## src/rtl/core/rsa_pkg.sv

```systemverilog
// Package for the running statistics accumulator.
// Holds widths, opcode and status codes, and the beat and queue entry types.
// No dependencies.
`timescale 1ns / 1ps
package rsa_pkg;

	localparam int SAMPLE_BITS = 16;
	localparam int COUNT_BITS  = 16;
	localparam int SUM_BITS    = 32;
	localparam int SQ_BITS     = 48;
	localparam int ERR_BITS    = 16;
	localparam int DEV_BITS    = 16;
	localparam int CFG_IDX_BITS = 1;
	localparam int QUEUE_DEPTH = 4;
	localparam int QPTR_BITS   = $clog2(QUEUE_DEPTH);

	localparam logic [2:0] OP_CLEAR  = 3'd0;
	localparam logic [2:0] OP_ADD    = 3'd1;
	localparam logic [2:0] OP_DELETE = 3'd2;
	localparam logic [2:0] OP_MERGE  = 3'd3;
	localparam logic [2:0] OP_REPORT = 3'd4;

	localparam logic [1:0] ST_OK     = 2'd0;
	localparam logic [1:0] ST_LIMIT  = 2'd1;
	localparam logic [1:0] ST_REJECT = 2'd2;

	localparam logic [CFG_IDX_BITS-1:0] REG_LOW_LIMIT  = 1'd0;
	localparam logic [CFG_IDX_BITS-1:0] REG_HIGH_LIMIT = 1'd1;

	typedef enum logic [2:0] {
		K_CLEAR,
		K_ADD,
		K_DELETE,
		K_MERGE,
		K_REPORT,
		K_NOP
	} kind_t;

	typedef struct packed {
		logic        [2:0]             opcode;
		logic signed [SAMPLE_BITS-1:0] sample;
		logic signed [SUM_BITS-1:0]    part_sum;
		logic signed [SQ_BITS-1:0]     part_sum_squares;
		logic        [COUNT_BITS-1:0]  part_count;
		logic signed [SAMPLE_BITS-1:0] part_min;
		logic signed [SAMPLE_BITS-1:0] part_max;
	} in_item_t;

	typedef struct packed {
		logic        [1:0]             status;
		logic        [ERR_BITS-1:0]    error_count;
		logic signed [SUM_BITS-1:0]    total;
		logic signed [SQ_BITS-1:0]     total_squares;
		logic        [COUNT_BITS-1:0]  sample_count;
		logic signed [SAMPLE_BITS-1:0] minimum;
		logic signed [SAMPLE_BITS-1:0] maximum;
		logic        [DEV_BITS-1:0]    deviation;
	} out_item_t;

	typedef struct packed {
		kind_t    kind;
		in_item_t item;
	} entry_t;

	typedef struct packed {
		logic empty;
		logic full;
	} queue_status_t;

endpackage

```

## src/rtl/core/rsa_queue.sv

```systemverilog
// Short queue between the front and back ends of the accumulator.
// Depends on rsa_pkg.
`timescale 1ns / 1ps
module rsa_queue (
	input  logic                   clk,
	input  logic                   arst_n,
	input  logic                   push,
	input  rsa_pkg::entry_t        push_entry,
	input  logic                   pop,
	output rsa_pkg::entry_t        head,
	output rsa_pkg::queue_status_t qstat
);

	rsa_pkg::entry_t              mem_q [rsa_pkg::QUEUE_DEPTH];
	logic [rsa_pkg::QPTR_BITS-1:0] wr_ptr_q;
	logic [rsa_pkg::QPTR_BITS-1:0] rd_ptr_q;
	logic [rsa_pkg::QPTR_BITS:0]   fill_q;

	assign qstat.empty = (fill_q == '0);
	assign qstat.full  = (fill_q == (rsa_pkg::QPTR_BITS+1)'(rsa_pkg::QUEUE_DEPTH));
	assign head        = mem_q[rd_ptr_q];

	always_ff @(posedge clk) begin
		if (push) begin
			mem_q[wr_ptr_q] <= push_entry;
		end
	end

	always_ff @(posedge clk or negedge arst_n) begin
		if (!arst_n) begin
			wr_ptr_q <= '0;
			rd_ptr_q <= '0;
			fill_q   <= '0;
		end else begin
			if (push) begin
				wr_ptr_q <= wr_ptr_q + 1'b1;
			end
			if (pop) begin
				rd_ptr_q <= rd_ptr_q + 1'b1;
			end
			if (push && !pop) begin
				fill_q <= fill_q + 1'b1;
			end else if (pop && !push) begin
				fill_q <= fill_q - 1'b1;
			end
		end
	end

endmodule

```

## config.mk

```make
export PLATFORM = sky130hd
export DESIGN_NAME = rsa_queue
export DESIGN_NICKNAME = d
export VERILOG_FILES = /design/src/rtl/core/rsa_pkg.sv /design/src/rtl/core/rsa_queue.sv
export SDC_FILE = /design/constraint.sdc
export NUM_CORES = 1
export LEC_CHECK = 0
export ABC_AREA = 1
export BUFFER_PORTS_ARGS = -buffer_cell sky130_fd_sc_hd__buf_2
export CAP_MARGIN = 25
export CORE_MARGIN = 1.5
export CORE_UTILIZATION = 55
export CTS_CLUSTER_SIZE = 24
export DETAILED_ROUTE_END_ITERATION = 7
export GPL_TIMING_DRIVEN = 0
export PLACE_DENSITY = 0.88
export RECOVER_POWER = 25
export SLEW_MARGIN = 40
export SYNTH_ARGS = -nofsm -noshare
export SYNTH_HDL_FRONTEND = slang
export SYNTH_SLANG_ARGS = --single-unit
export TNS_END_PERCENT = 20
```

## constraint.sdc

```tcl
create_clock -name clk -period 5 [get_ports clk]
set_input_delay 1 -clock clk [delete_from_list [all_inputs] [get_ports clk]]
set_output_delay 1 -clock clk [all_outputs]
set_load 0.02 [all_outputs]
```

; Yosys cells after proc, flatten, opt, wreduce, memory -nomap -nowiden
; Memory sizes are Yosys's and may differ from the RTL's.
; Cells that the tools add are included.
[totals]
output_inout_bits = 152
ramBits = 600
mem_count = 1
regBits = 7
wordCells = 19
[mem_list]
columns = memory, depth, width, rd, rd_ports_with_merged_regs, wr, line
row1 = mem_q, 4, 150, 1, 0, 1, rsa_queue.sv:14  ; rsa_pkg::entry_t mem_q [rsa_pkg::QUEUE_DEPTH];
[classes]
muxes = 4
reduce_logical = 6
n_addsub = 4
n_eq_ne = 1
[op_table]
columns = op, n
row1 = 2-to-1 mux 3 bit, 2
row2 = adder 2 x 1 -> 2 bit (second input constant), 2
row3 = adder 3 x 1 -> 3 bit (second input constant), 1
row4 = equality test 3 bit (second input constant), 1
row5 = zero test 3 bit, 1
row6 = subtractor 3 x 1 -> 3 bit (second input constant), 1
row7 = logical AND 1 bit, 2
row8 = zero test 1 bit, 2
row9 = 2-to-1 mux 1 bit, 2
row10 = nonzero test 2 bit, 1

; Depth between registers and ports, before layout
[depth]
ltp_word = 4
mapped_depth = 9

; Least setup slack after synthesis
; Ideal clock, no wire load.
[synth_path]
path_kind = in2reg
startpoint = in push
endpoint = mem mem_q[0][0] (netlist name) (enable)
required_time_ps = 4497
arrival_time_ps = 4199
slack_ps = 298
stages = 3
setup_time_ps = 503
path_cell_list = clkbuf_1 nand2_1 inv_1
[synth_via]
elab_chain_len = 2
[synth_lines]
columns = element, line
row1 = start: declaration, rsa_queue.sv:7  ; input logic push,
row2 = 2-to-1 mux 1 bit, rsa_queue.sv:24  ; if (push) begin
row3 = 2-to-1 mux 1 bit (not written as such), rsa_queue.sv:25  ; mem_q[wr_ptr_q] <= push_entry;
row4 = end: declaration, rsa_queue.sv:14
; Every way passes these cells.

==> metrics.yaml <==
floorplanning:
  die_h_um: 213.4
  io-pin-count: 306
  num_rows: 76
  fp.dieArea_um2: 45550
  start_util_pct: 56.16
  die_w_um: 213.4
  core_area_um2: 43360
grt:
  grt_pass1_wl_um: 87300
  grt_pass1_vias: 15860
  busiest_layer: "met2"
  grt_util_met2_pct: 42.89
  use_met1_pct: 31.98
  antenna_found_initial: 8
  overflow: 0
  grt_max_degree: 68
  grtUsageMet3_pct: 5.639
  track_usage_pct: 25.36
detailed_routing:
  wl_per_cell_um: 20.77
  drt-initial-drc-count: 1752
  antenna_left: 0
  vias_per_cell: 5.553
  firstDrtPassIters: 6
  drc: 0
  wl_um: 58260
  vias: 15580
timing:
  slew_violations: 0
  finalSetupViolCount: 0
  worst_pin_slew_ps: 617.7
  fin_crit_sh_pct: 63.88
  rsz0062_at_grt: "no"
  period_needed_ps: 3194
  fin_skew_ps: 9.197
  slew_headroom_pct: 58.82
  clock.fmax_mhz: 313.1
  setup_tns_ps: 0
  timing.hold.ws_ps: 316.2
  finalWorstSetupSlack_ps: 1806
  hold_violations: 0
cts:
  root_buffer: "clkbuf_16"
  path_clk_slew_ps: 60
  cts_tree: "built"
  cts_resized: 0
  cts_buffers: 58
  cts_buffer_depth: 3
  cts_max_level: 2
  cts.sinks: 607
  cts_setup_buffers: 0
  clk_latency_ps: 590
  cts_hold_buf: 0
synthesis:
  synth_top_area_share_pct: 73.99
  yosys-top-cells-count: "edfxtp_1, nand2_1, inv_1"
  synth_async_sr_flop_share_pct: 1.153
  syn_area_per_cell_um2: 13.54
  synth_flop_cell: "edfxtp_1"
  yosysWarnings: 0
  synth_top_cell_by_area: "edfxtp_1"
  synthMostInstantiatedCell: "edfxtp_1"
  synth-seq-cells: 607
  synth_edf_count: 600
  synthesis.nets: 1958
  synthCells: 1798
  synth_area_leaders: "edfxtp_1, o211ai_1, nand2_1"
  syn_area_um2: 24350
  yosysSeqAreaShare_pct: 74.71
  ys_types: 19
placement:
  dp_hpwl_um: 36090
  portBuffers: 305
  dpl_worst_slack_ps: 2362
  place.gp.congestion: 0.7940
final_layout:
  area_delta_synth_final_pct: 17.69
  multi_input_area_um2: 4134
  fill_cells: 2932
  post-route-util_pct: 66.09
  ff_latch_area_um2: 18190
  fin_nets: 2331
  drive_gt1_share_pct: 18.27
worst_setup_path:
  regToRegStartpoint: "wr_ptr_q[0]"
  path_max_fanout: 10
  critPathTopFamily: "buffers and inverters"
  cp_slowest_cell: "dfrtp_1"
  r2r_cells: 5
  crit_arrival_ps: 2190
  ff2ff_setup_slack_ps: 3090
  worstReg2RegEnd: "mem_q[0][58]"
  path_cells: "buf_4, buf_4, buf_2, o211ai_1, nand2_1, buf_2"
  cp-end-kind: "output pin"
  start_kind: "flop"
  cp_num_buf_inv: 4
  crit_required_ps: 4000
  criticalPathCategory: "flop to output pin"
  slowest_delay_ps: 320
power_and_ir_drop:
  swShare_pct: 38.46
  leakage_nw: 11.38
  p_seq_share_pct: 36.8
  powerDensity_nw_per_um2: 652.4
  irDropWorstVdd_v: 0.0005124
  p_switching_w: 0.007190
  clkPwrFrac_pct: 23.5
  internal-power_w: 0.01151
  p_comb_share_pct: 39.7
  p_total_w: 0.01870
job:
  maxCapViolCount: 0
hold_path:
  hp-class: "input pin to asynchronous set/reset pin"
run_status:
  outcome: "completed"
## per-stage QoR
stage | cell area (µm²) | std cells
after CTS | 28770 | 2802
after floorplan | 24350 | 1798
final | 28660 | 2805
after detailed placement | 26860 | 2696
after global routing | 28650 | 2803
after global placement | 26610 | 2688
## worst reg2reg max path, cell delays in order, from the launching register on
cell and delay, ps:
dfrtp_1 420, inv_1 110, ha_1 170, nand2_1 130
inv_8 310, buf_16 360
## flip-flops by register name (all words and copies together) (netlist names)
signal,cells
mem_q,600
fill_q,3
rd_ptr_q,2
wr_ptr_q,2
## cell families after synthesis
family	share of synthesized area, %
and+or+nand+nor	7.224
AOI/OAI and AO/OA	9.269
adders and majority gates	0.3391
DFF	74.71
xor gates and xnor gates	0.1439
buffers and inverters	8.314
## cells in the final DEF (no fill, tap or decap)
master      instances
clkbuf_1          110
inv_8               4
fa_1                1
buf_2             236
buf_16              8
edfxtp_1          600
o211ai_1          300
buf_6              48
xnor2_1             1
o21ai_1             1
nand3_1             1
diode_2             3
dfrtp_1             7
inv_4               1
clkinv_2           13
clkbuf_4            1
ha_1                5
clkbuf_16          59
xor2_1              3
nor3_1              2
buf_4              20
nand4_1             1
nand2_1           463
clkinvlp_4          4
inv_1             307
inv_6               2
bufinv_16           8
clkinv_1           10
clkinv_4            1
## power groups by stage
stage | Sequential (W) | Clock (W) | Combinational (W)
after floorplan | 0.00704 | 0 | 0.00465
after global routing | 0.00694 | 0.00461 | 0.00796
after CTS | 0.00687 | 0.00443 | 0.00745
after detailed placement | 0.00697 | 0 | 0.00737
after global placement | 0.00718 | 0 | 0.00709
final | 0.00687 | 0.00439 | 0.00743
## how the worst max path moves through the flow
stage	cells after the start	from	endpoint	slack, ps
2_1_floorplan	3	push	mem_q[0][0]	300
3_3_place_gp	4	push	mem_q[3][51]	-2130
3_5_place_dp	5	push	mem_q[0][51]	2360
4_1_cts	6	rd_ptr_q[1]	head[98]	1790
5_1_grt	6	rd_ptr_q[1]	head[103]	1710
6_report	6	rd_ptr_q[1]	head[103]	1810
## cell type report
type                       instances  share of cell area, %
sequential                       607                  63.48
multi-input combinational        778                  14.43
timing repair buffer             313                  5.680
clock buffer                      68                  5.270
inverter                         312                  4.200
buffer                           101                  2.969
tap                              585                  2.554
clock inverter                    38                  1.393
antenna                            3                0.02620
## routing by layer
layer,wire [µm],part of all wire [%],vias up
met4,1916,3.3,10
met5,70,0.12,-
met1,21790,37,7584
li1,-,-,7036
met3,5557,9.5,149
met2,28930,50,798
Power figures use the tool's default switching activity.
